File: src/rtl/spq_pkg.sv
package spq_pkg;

    // Command codes on the request channel
    typedef enum logic [1:0] {
        CMD_ENQUEUE = 2'd0,
        CMD_DEQUEUE = 2'd1,
        CMD_PEEK    = 2'd2,
        CMD_SEARCH  = 2'd3
    } t_cmd;

    // Status codes on the response channel
    typedef enum logic [1:0] {
        ST_OK        = 2'd0,
        ST_EMPTY     = 2'd1,
        ST_FULL      = 2'd2,
        ST_NOT_FOUND = 2'd3
    } t_status;

    // What every cell does in a cycle
    typedef enum logic [1:0] {
        OP_HOLD   = 2'd0,
        OP_INSERT = 2'd1,
        OP_SHIFT  = 2'd2
    } t_cell_op;

    // Sequencer states, one-hot
    typedef enum logic [1:0] {
        S_IDLE   = 2'b01,
        S_SEARCH = 2'b10
    } t_state;

endpackage

File: src/rtl/spq_if.sv
// Request channel: command, id and severity
interface spq_cmd_if #(
    parameter int ID_BITS  = 16,
    parameter int SEV_BITS = 3
);
    logic                valid;
    logic                ready;
    logic [1:0]          command;
    logic [ID_BITS-1:0]  patient_id;
    logic [SEV_BITS-1:0] severity;

    modport source (output valid, output command, output patient_id, output severity,
                    input ready);
    modport sink   (input valid, input command, input patient_id, input severity,
                    output ready);
endinterface

// Response channel: status, returned entry and count
interface spq_rsp_if #(
    parameter int ID_BITS  = 16,
    parameter int SEV_BITS = 3,
    parameter int CNT_BITS = 5
);
    logic                valid;
    logic                ready;
    logic [1:0]          status;
    logic [ID_BITS-1:0]  out_id;
    logic [SEV_BITS-1:0] out_severity;
    logic [CNT_BITS-1:0] queue_count;

    modport source (output valid, output status, output out_id, output out_severity,
                    output queue_count, input ready);
    modport sink   (input valid, input status, input out_id, input out_severity,
                    input queue_count, output ready);
endinterface

File: src/rtl/spq_cell.sv
// One slot of the sorted chain. Holds an entry and trades it with its neighbors.
module spq_cell #(
    parameter int ID_BITS  = 16,
    parameter int SEV_BITS = 3
) (
    input  logic                i_clk,
    input  spq_pkg::t_cell_op   i_op,
    input  logic                i_occupied,
    input  logic [ID_BITS-1:0]  i_new_id,
    input  logic [SEV_BITS-1:0] i_new_sev,
    input  logic                i_left_keep,
    input  logic [ID_BITS-1:0]  i_left_id,
    input  logic [SEV_BITS-1:0] i_left_sev,
    input  logic [ID_BITS-1:0]  i_right_id,
    input  logic [SEV_BITS-1:0] i_right_sev,
    output logic                o_keep,
    output logic [ID_BITS-1:0]  o_id,
    output logic [SEV_BITS-1:0] o_sev
);

    logic [ID_BITS-1:0]  r_id;
    logic [SEV_BITS-1:0] r_sev;
    logic [ID_BITS-1:0]  n_id;
    logic [SEV_BITS-1:0] n_sev;

    // Entry stays ahead of a new one of equal or lower severity
    assign o_keep = i_occupied && (r_sev >= i_new_sev);

    always_comb begin
        n_id  = r_id;
        n_sev = r_sev;
        unique case (i_op)
            spq_pkg::OP_INSERT: begin
                if (o_keep) begin
                    n_id  = r_id;
                    n_sev = r_sev;
                end else if (i_left_keep) begin
                    n_id  = i_new_id;
                    n_sev = i_new_sev;
                end else begin
                    n_id  = i_left_id;
                    n_sev = i_left_sev;
                end
            end
            spq_pkg::OP_SHIFT: begin
                n_id  = i_right_id;
                n_sev = i_right_sev;
            end
            default: begin
                n_id  = r_id;
                n_sev = r_sev;
            end
        endcase
    end

    always_ff @(posedge i_clk) begin
        r_id  <= n_id;
        r_sev <= n_sev;
    end

    assign o_id  = r_id;
    assign o_sev = r_sev;

endmodule

File: src/rtl/stable_priority_queue.sv
// Stable priority queue of up to DEPTH (id, severity) entries, held in a chain of
// cells sorted by severity, high first, first-in first-out among equal severities.
// On an enqueue every cell decides locally whether to keep its entry, take the new
// one or take its left neighbor's, and a dequeue shifts the chain toward the head.
// A search rotates the whole chain once past the head cell, one cell per cycle,
// takes no new request until it is done and leaves the order unchanged. A response
// waits in an output register, and the next request is taken while it is being
// transferred. Every response carries the count.
module stable_priority_queue #(
    parameter int DEPTH    = 16,
    parameter int ID_BITS  = 16,
    parameter int SEV_BITS = 3
) (
    input  logic     i_clk,
    input  logic     i_rst_n,
    spq_cmd_if.sink   i_cmd,
    spq_rsp_if.source o_rsp
);

    localparam int CNT_BITS  = $clog2(DEPTH + 1);
    localparam int SCAN_BITS = $clog2(DEPTH);
    localparam logic [CNT_BITS-1:0]  DEPTH_CNT = CNT_BITS'(DEPTH);
    localparam logic [SCAN_BITS-1:0] LAST_SCAN = SCAN_BITS'(DEPTH - 1);

    // Control state
    spq_pkg::t_state       r_state, n_state;
    logic [CNT_BITS-1:0]   r_count, n_count;
    logic [SCAN_BITS-1:0]  r_scan, n_scan;
    logic                  r_found, n_found;
    logic                  r_rsp_valid, n_rsp_valid;

    // Payload registers
    logic [ID_BITS-1:0]    r_target, n_target;
    logic [ID_BITS-1:0]    r_hit_id, n_hit_id;
    logic [SEV_BITS-1:0]   r_hit_sev, n_hit_sev;
    spq_pkg::t_status      r_status, n_status;
    logic [ID_BITS-1:0]    r_out_id, n_out_id;
    logic [SEV_BITS-1:0]   r_out_sev, n_out_sev;
    logic [CNT_BITS-1:0]   r_out_cnt, n_out_cnt;

    logic                  w_accept;
    logic                  w_full;
    logic                  w_empty;
    logic                  w_hit;
    spq_pkg::t_cmd         w_cmd;
    spq_pkg::t_cell_op     w_op;
    logic [DEPTH-1:0]      w_keep;
    logic [ID_BITS-1:0]    w_id  [DEPTH];
    logic [SEV_BITS-1:0]   w_sev [DEPTH];

    assign i_cmd.ready = (r_state == spq_pkg::S_IDLE) && (!r_rsp_valid || o_rsp.ready);
    assign w_accept    = i_cmd.valid && i_cmd.ready;
    assign w_cmd       = spq_pkg::t_cmd'(i_cmd.command);
    assign w_full      = (r_count == DEPTH_CNT);
    assign w_empty     = (r_count == '0);
    assign w_hit       = (CNT_BITS'(r_scan) < r_count) && (w_id[0] == r_target) && !r_found;

    // Chain operation for this cycle
    always_comb begin
        w_op = spq_pkg::OP_HOLD;
        if (r_state == spq_pkg::S_SEARCH) begin
            w_op = spq_pkg::OP_SHIFT;
        end else if (w_accept && w_cmd == spq_pkg::CMD_ENQUEUE && !w_full) begin
            w_op = spq_pkg::OP_INSERT;
        end else if (w_accept && w_cmd == spq_pkg::CMD_DEQUEUE && !w_empty) begin
            w_op = spq_pkg::OP_SHIFT;
        end
    end

    // Chain of cells; the tail takes the head's entry so a shift is a rotation
    for (genvar g = 0; g < DEPTH; g++) begin : g_cell
        localparam logic [CNT_BITS-1:0] SLOT = CNT_BITS'(g);
        localparam int LEFT  = (g == 0) ? 0 : g - 1;
        localparam int RIGHT = (g == DEPTH - 1) ? 0 : g + 1;

        spq_cell #(
            .ID_BITS  (ID_BITS),
            .SEV_BITS (SEV_BITS)
        ) u_cell (
            .i_clk       (i_clk),
            .i_op        (w_op),
            .i_occupied  (SLOT < r_count),
            .i_new_id    (i_cmd.patient_id),
            .i_new_sev   (i_cmd.severity),
            .i_left_keep ((g == 0) ? 1'b1 : w_keep[LEFT]),
            .i_left_id   (w_id[LEFT]),
            .i_left_sev  (w_sev[LEFT]),
            .i_right_id  (w_id[RIGHT]),
            .i_right_sev (w_sev[RIGHT]),
            .o_keep      (w_keep[g]),
            .o_id        (w_id[g]),
            .o_sev       (w_sev[g])
        );
    end

    // Sequencer, count and response
    always_comb begin
        n_state     = r_state;
        n_count     = r_count;
        n_scan      = r_scan;
        n_found     = r_found;
        n_target    = r_target;
        n_hit_id    = r_hit_id;
        n_hit_sev   = r_hit_sev;
        n_rsp_valid = r_rsp_valid && !o_rsp.ready;
        n_status    = r_status;
        n_out_id    = r_out_id;
        n_out_sev   = r_out_sev;
        n_out_cnt   = r_out_cnt;

        unique case (r_state)
            spq_pkg::S_IDLE: begin
                if (w_accept) begin
                    n_out_id  = '0;
                    n_out_sev = '0;
                    n_status  = spq_pkg::ST_OK;
                    unique case (w_cmd)
                        spq_pkg::CMD_ENQUEUE: begin
                            if (w_full) begin
                                n_status = spq_pkg::ST_FULL;
                            end else begin
                                n_count = r_count + 1'b1;
                            end
                            n_rsp_valid = 1'b1;
                        end
                        spq_pkg::CMD_DEQUEUE,
                        spq_pkg::CMD_PEEK: begin
                            if (w_empty) begin
                                n_status = spq_pkg::ST_EMPTY;
                            end else begin
                                n_out_id  = w_id[0];
                                n_out_sev = w_sev[0];
                                if (w_cmd == spq_pkg::CMD_DEQUEUE) begin
                                    n_count = r_count - 1'b1;
                                end
                            end
                            n_rsp_valid = 1'b1;
                        end
                        spq_pkg::CMD_SEARCH: begin
                            n_target = i_cmd.patient_id;
                            n_scan   = '0;
                            n_found  = 1'b0;
                            n_state  = spq_pkg::S_SEARCH;
                        end
                        default: ;
                    endcase
                    n_out_cnt = n_count;
                end
            end
            spq_pkg::S_SEARCH: begin
                // Head cell is checked, then the chain rotates by one
                if (w_hit) begin
                    n_found   = 1'b1;
                    n_hit_id  = w_id[0];
                    n_hit_sev = w_sev[0];
                end
                n_scan = r_scan + 1'b1;
                if (r_scan == LAST_SCAN) begin
                    n_state     = spq_pkg::S_IDLE;
                    n_rsp_valid = 1'b1;
                    n_out_cnt   = r_count;
                    if (n_found) begin
                        n_status  = spq_pkg::ST_OK;
                        n_out_id  = n_hit_id;
                        n_out_sev = n_hit_sev;
                    end else begin
                        n_status  = spq_pkg::ST_NOT_FOUND;
                        n_out_id  = '0;
                        n_out_sev = '0;
                    end
                end
            end
            default: begin
                n_state = spq_pkg::S_IDLE;
            end
        endcase
    end

    always_ff @(posedge i_clk) begin
        if (!i_rst_n) begin
            r_state     <= spq_pkg::S_IDLE;
            r_count     <= '0;
            r_scan      <= '0;
            r_found     <= 1'b0;
            r_rsp_valid <= 1'b0;
        end else begin
            r_state     <= n_state;
            r_count     <= n_count;
            r_scan      <= n_scan;
            r_found     <= n_found;
            r_rsp_valid <= n_rsp_valid;
        end
    end

    always_ff @(posedge i_clk) begin
        r_target  <= n_target;
        r_hit_id  <= n_hit_id;
        r_hit_sev <= n_hit_sev;
        r_status  <= n_status;
        r_out_id  <= n_out_id;
        r_out_sev <= n_out_sev;
        r_out_cnt <= n_out_cnt;
    end

    assign o_rsp.valid        = r_rsp_valid;
    assign o_rsp.status       = r_status;
    assign o_rsp.out_id       = r_out_id;
    assign o_rsp.out_severity = r_out_sev;
    assign o_rsp.queue_count  = r_out_cnt;

`ifndef SYNTHESIS
    // Count never passes the capacity
    a_count_range: assert property (@(posedge i_clk) disable iff (!i_rst_n)
        r_count <= DEPTH_CNT)
        else $error("queue count above capacity");

    // A search never runs while a response is still pending
    a_search_no_rsp: assert property (@(posedge i_clk) disable iff (!i_rst_n)
        (r_state == spq_pkg::S_SEARCH) |-> !r_rsp_valid)
        else $error("response pending during search");

    // A transfer of an enqueue into a queue with room grows the count by one
    a_enq_count: assert property (@(posedge i_clk) disable iff (!i_rst_n)
        (w_accept && w_cmd == spq_pkg::CMD_ENQUEUE && !w_full)
            |=> (r_count == $past(r_count) + 1'b1))
        else $error("enqueue did not grow the count");
`endif

endmodule

File: src/flat_wrapper.sv
// flat-port wrapper written by rule: the top's interface ports become plain ports
module stable_priority_queue_flat 
#(
    parameter int DEPTH    = 16,
    parameter int ID_BITS  = 16,
    parameter int SEV_BITS = 3
)
  (i_clk, i_rst_n, i_cmd_valid, i_cmd_command, i_cmd_patient_id, i_cmd_severity, i_cmd_ready, o_rsp_valid, o_rsp_status, o_rsp_out_id, o_rsp_out_severity, o_rsp_queue_count, o_rsp_ready);
  spq_cmd_if #(.ID_BITS(ID_BITS), .SEV_BITS(SEV_BITS)) i_cmd_i ();
  spq_rsp_if #(.ID_BITS(ID_BITS), .SEV_BITS(SEV_BITS), .CNT_BITS(5)) o_rsp_i ();
  input  logic i_clk;
  input  logic i_rst_n;
  input wire logic [$bits(i_cmd_i.valid)-1:0] i_cmd_valid;
  input wire logic [$bits(i_cmd_i.command)-1:0] i_cmd_command;
  input wire logic [$bits(i_cmd_i.patient_id)-1:0] i_cmd_patient_id;
  input wire logic [$bits(i_cmd_i.severity)-1:0] i_cmd_severity;
  output wire logic [$bits(i_cmd_i.ready)-1:0] i_cmd_ready;
  output wire logic [$bits(o_rsp_i.valid)-1:0] o_rsp_valid;
  output wire logic [$bits(o_rsp_i.status)-1:0] o_rsp_status;
  output wire logic [$bits(o_rsp_i.out_id)-1:0] o_rsp_out_id;
  output wire logic [$bits(o_rsp_i.out_severity)-1:0] o_rsp_out_severity;
  output wire logic [$bits(o_rsp_i.queue_count)-1:0] o_rsp_queue_count;
  input wire logic [$bits(o_rsp_i.ready)-1:0] o_rsp_ready;
  assign i_cmd_i.valid = i_cmd_valid;
  assign i_cmd_i.command = i_cmd_command;
  assign i_cmd_i.patient_id = i_cmd_patient_id;
  assign i_cmd_i.severity = i_cmd_severity;
  assign i_cmd_ready = i_cmd_i.ready;
  assign o_rsp_valid = o_rsp_i.valid;
  assign o_rsp_status = o_rsp_i.status;
  assign o_rsp_out_id = o_rsp_i.out_id;
  assign o_rsp_out_severity = o_rsp_i.out_severity;
  assign o_rsp_queue_count = o_rsp_i.queue_count;
  assign o_rsp_i.ready = o_rsp_ready;
  stable_priority_queue #(.DEPTH(DEPTH), .ID_BITS(ID_BITS), .SEV_BITS(SEV_BITS)) u_core (.i_clk(i_clk), .i_rst_n(i_rst_n), .i_cmd(i_cmd_i), .o_rsp(o_rsp_i));
endmodule
File: config.mk
export PLATFORM = sky130hd
export DESIGN_NAME = stable_priority_queue_flat
export DESIGN_NICKNAME = d
export VERILOG_FILES = /design/src/rtl/spq_pkg.sv /design/src/rtl/spq_if.sv /design/src/rtl/spq_cell.sv /design/src/rtl/stable_priority_queue.sv /design/src/flat_wrapper.sv
export SDC_FILE = /design/constraint.sdc
export NUM_CORES = 1
export LEC_CHECK = 0
export BUFFER_PORTS_ARGS = -buffer_cell sky130_fd_sc_hd__buf_2
export CAP_MARGIN = 20
export CORE_MARGIN = 4
export CORE_UTILIZATION = 49
export CTS_CLUSTER_SIZE = 10
export DETAILED_ROUTE_END_ITERATION = 12
export PLACE_DENSITY_LB_ADDON = 0.15
export SLEW_MARGIN = 40
export SYNTH_ARGS = -nofsm -noshare
export SYNTH_HDL_FRONTEND = slang
export SYNTH_SLANG_ARGS = --single-unit
File: constraint.sdc
create_clock -name i_clk -period 4.75 [get_ports i_clk]
set_clock_uncertainty 0.1 [all_clocks]
set_input_delay 0.475 -clock i_clk [delete_from_list [all_inputs] [get_ports i_clk]]
set_output_delay 0.475 -clock i_clk [all_outputs]
set_load 0.01 [all_outputs]
==> out/qor.yml <==
sta:
  slew_violations: 0
  fmax_mhz: 275.6
  relSlewSlack: 0.4534
  hold_viol: 0
  rsz0062_at_grt: "false"
  setup_violations: 0
  fin_crit_ns: 3.629
  finalCritPeriodShare: 0.7640
  fin_tns_setup_ns: 0
  tightest_slew_ns: 0.8198
logic_synthesis:
  synth_fp_nets: 1853
  ys_ff_latch: 378
  ys_seq_area_frac: 0.5528
  yosys.cell_types.count: 55
  synth_top_area_share: 0.5400
  synth-edff-count: 365
  yosys.area_share.simple: 0.08205
  synthAdderAreaFrac: 0.03760
  synth_area_mm2: 0.02030
  avgSynthCellArea_um2: 11.49
  synthFlopType: "edfxtp_1"
  synthMuxAreaShare: 0.1634
  netlist_instances: 1767
  synth_top_family_by_area: "multiplexers"
  synth_warnings: 0
  synth_top_area_cell: "edfxtp_1"
  ys_top_cells_by_area: "edfxtp_1 54%, mux2i_1 14%, a21oi_1 7.4%"
  synth_compound_area_frac: 0.1180
  yosys.area_share.xor_xnor: 0.006904
  async_flop_share: 0
critical_path:
  r2r_slack_ns: 1.12
  r2r_cells: 8
  criticalPathCategory: "register to register"
  worstPathRequired_ns: 4.95
  regToRegStartpoint: "u_core.r_count[1]"
  cp-startpoint: "u_core.r_count[1]"
  cp-start-kind: "register"
  r2r-end: "u_core.g_cell[5].u_cell.o_id[3]"
  critPathMaxFanout: 109
  worstPathArrival_ns: 3.83
  crit_path_end_kind: "register"
placement:
  dp_cells: 2252
  numPortBuffers: 52
  routabilityCongestion: 0.8572
  dp_hpwl_um: 37650
power_and_ir_drop:
  power_mw: 7.846
  p_leak_nw: 8.359
  ir_worst_vdd_mv: 0.2136
  powerDensity_mw_per_mm2: 351.0
final_layout:
  nets: 1852
  fill_cells: 3553
  drive_above_1_share: 0.1198
  syn_to_final_growth_pct: 10.14
  n_antenna_cell: 0
  instances_no_fill: 2318
cts:
  path_clk_slew_ns: 0.06
  cts.path.max_buffers: 3
  cts.sinks: 378
  worstSkewPairLatency_ns: 0.57
  cts_resized: 0
  cts_buffers: 44
  cts_setup_buffers: 0
  clock-root-buffer: "clkbuf_16"
  cts_tree: "built"
  holdBufCountCts: 0
  h-tree-depth: 2
die:
  die_y_um: 211.5
  start_util: 0.4960
  core-area_mm2: 0.04092
  die_area_mm2: 0.04474
  rows: 74
  die_w_um: 211.5
  ios: 53
routing:
  drc: 0
  num_vias: 13964
  drt_iter0_markers: 1531
  routed_via_density: 6.024
  wl_um: 55190
  ant_nets: 0
  wl_per_cell_um: 23.81
  dr.pass1.iters: 5
grt:
  gr-total-overflow: 0
  grt_pass1_wl_um: 82320
  grt_max_degree: 110
  grt_pass1_vias: 13502
  grt_antenna_before_repair: 0
  track_usage: 0.2402
flow_run:
  max_cap_viol_count: 0
outcome:
  status: "completed"
worst_hold_path:
  worstHoldEndpoint: "u_core.r_count[0]"
  hp-start: "i_rst_n"
  min_path_cells: 2
  hold_class: "input pin to register"
## area by class of cell
type	count	area, um2	area share
inverter	40	150.1	0.006716
timing repair buffer	86	590.6	0.02642
sequential	378	11220	0.5019
clock buffer	65	1211	0.05418
tap	532	665.6	0.02978
clock inverter	1	8.758	0.0003918
multi-input combinational	1216	8508	0.3806
## worst max path at each step
stage                                                   to  depth (start not counted)
after floorplan           u_core.g_cell[11].u_cell.o_id[0]                          9
after global placement    u_core.g_cell[13].u_cell.o_id[7]                          7
after detailed placement   u_core.g_cell[5].u_cell.o_id[7]                          8
after CTS                  u_core.g_cell[5].u_cell.o_id[7]                          8
after global routing       u_core.g_cell[5].u_cell.o_id[8]                          8
final                      u_core.g_cell[5].u_cell.o_id[3]                          8
## where the power goes
part / internal [mW] / total (mW) / leakage, nW / switching (mW)
Combinational: 0.277 / 0.783 / 4.30 / 0.506
Clock: 1.74 / 3.04 / 0.588 / 1.30
Sequential: 3.90 / 4.03 / 3.47 / 0.127
Total: 5.91 / 7.85 / 8.36 / 1.93
## cells by family (layout without fill, tap and decap cells)
logic type	Yosys count	after routing
AO/OA/AOI/OAI	423	423
XOR/XNOR	16	16
adder cells (fa/ha/maj)	61	61
buffers and inverters	173	192
flip-flops	378	378
multiplexers	323	323
AND/OR/NAND/NOR	393	393
## metrics by stage
stage	area (um2)	setup WS (ns)	hold WS [ns]	utilization
2_1_floorplan	20300	0.3898	0.3533	-
3_3_place_gp	21060	1.187	0.3640	0.5146
3_5_place_dp	21130	1.208	0.3840	0.5164
4_1_cts	22350	1.194	0.1108	0.5462
5_1_grt	22360	0.9100	0.1277	0.5463
6_report	22360	1.121	0.1407	0.5463
## cells in the mapped netlist (all sizes together), types with 3 or more instances
cell / count
a211o: 5
a211oi: 9
a21o: 22
a21oi: 302
a221oi: 4
a22o: 19
a31oi: 3
and2: 5
buf: 101
clkbuf: 32
dfxtp: 13
edfxtp: 365
ha: 61
inv: 40
mux2: 37
mux2i: 286
nand2: 10
nand2b: 19
nand3: 9
nor2: 316
nor2b: 3
nor3: 16
nor4: 3
o21a: 5
o21ai: 35
o221ai: 3
xor2: 16
## placed cells by master, fill, tap and decap left out, types with 7 or more instances in the layout
cell,n
nand2_1,10
mux2_4,10
edfxtp_1,365
nand3_1,9
buf_4,28
a21oi_1,299
mux2_2,27
xor2_1,16
o21ai_4,10
inv_1,40
a22o_1,18
nor3_1,7
clkbuf_16,45
ha_1,61
o21ai_0,19
nor2_1,316
clkbuf_1,19
a211oi_1,9
nand2b_1,19
mux2i_1,286
nor3_2,7
dfxtp_1,13
a21o_1,21
buf_2,52
## sequential cells by signal (all words and copies together), names as in the netlist, 3 cells and up
signal,cells
u_core.g_cell.u_cell.o_id,256
u_core.g_cell.u_cell.o_sev,48
u_core.o_rsp.out_id,16
u_core.r_hit_id,16
u_core.r_target,16
u_core.o_rsp.queue_count,5
u_core.r_count,5
u_core.r_scan,4
u_core.o_rsp.out_severity,3
u_core.r_hit_sev,3
## critical path, cell delays in order, from the launching register on
cell      delay, ns
dfxtp_1        0.41
inv_1          0.24
ha_1           0.25
nor4b_2        0.36
nand2b_1       0.23
o31a_2         0.67
buf_12         0.47
o21ai_1        0.27
buf_4          0.28
## metal layers
metal	GRT usage	wire [um]	up-vias
met1	0.3526	24660	6876
met2	0.3601	24350	522
li1	-	-	6475
met4	0.07308	1692	0
met5	0	0	-
met3	0.05261	4483	91
No activity file was read; power rests on OpenSTA's default activity.
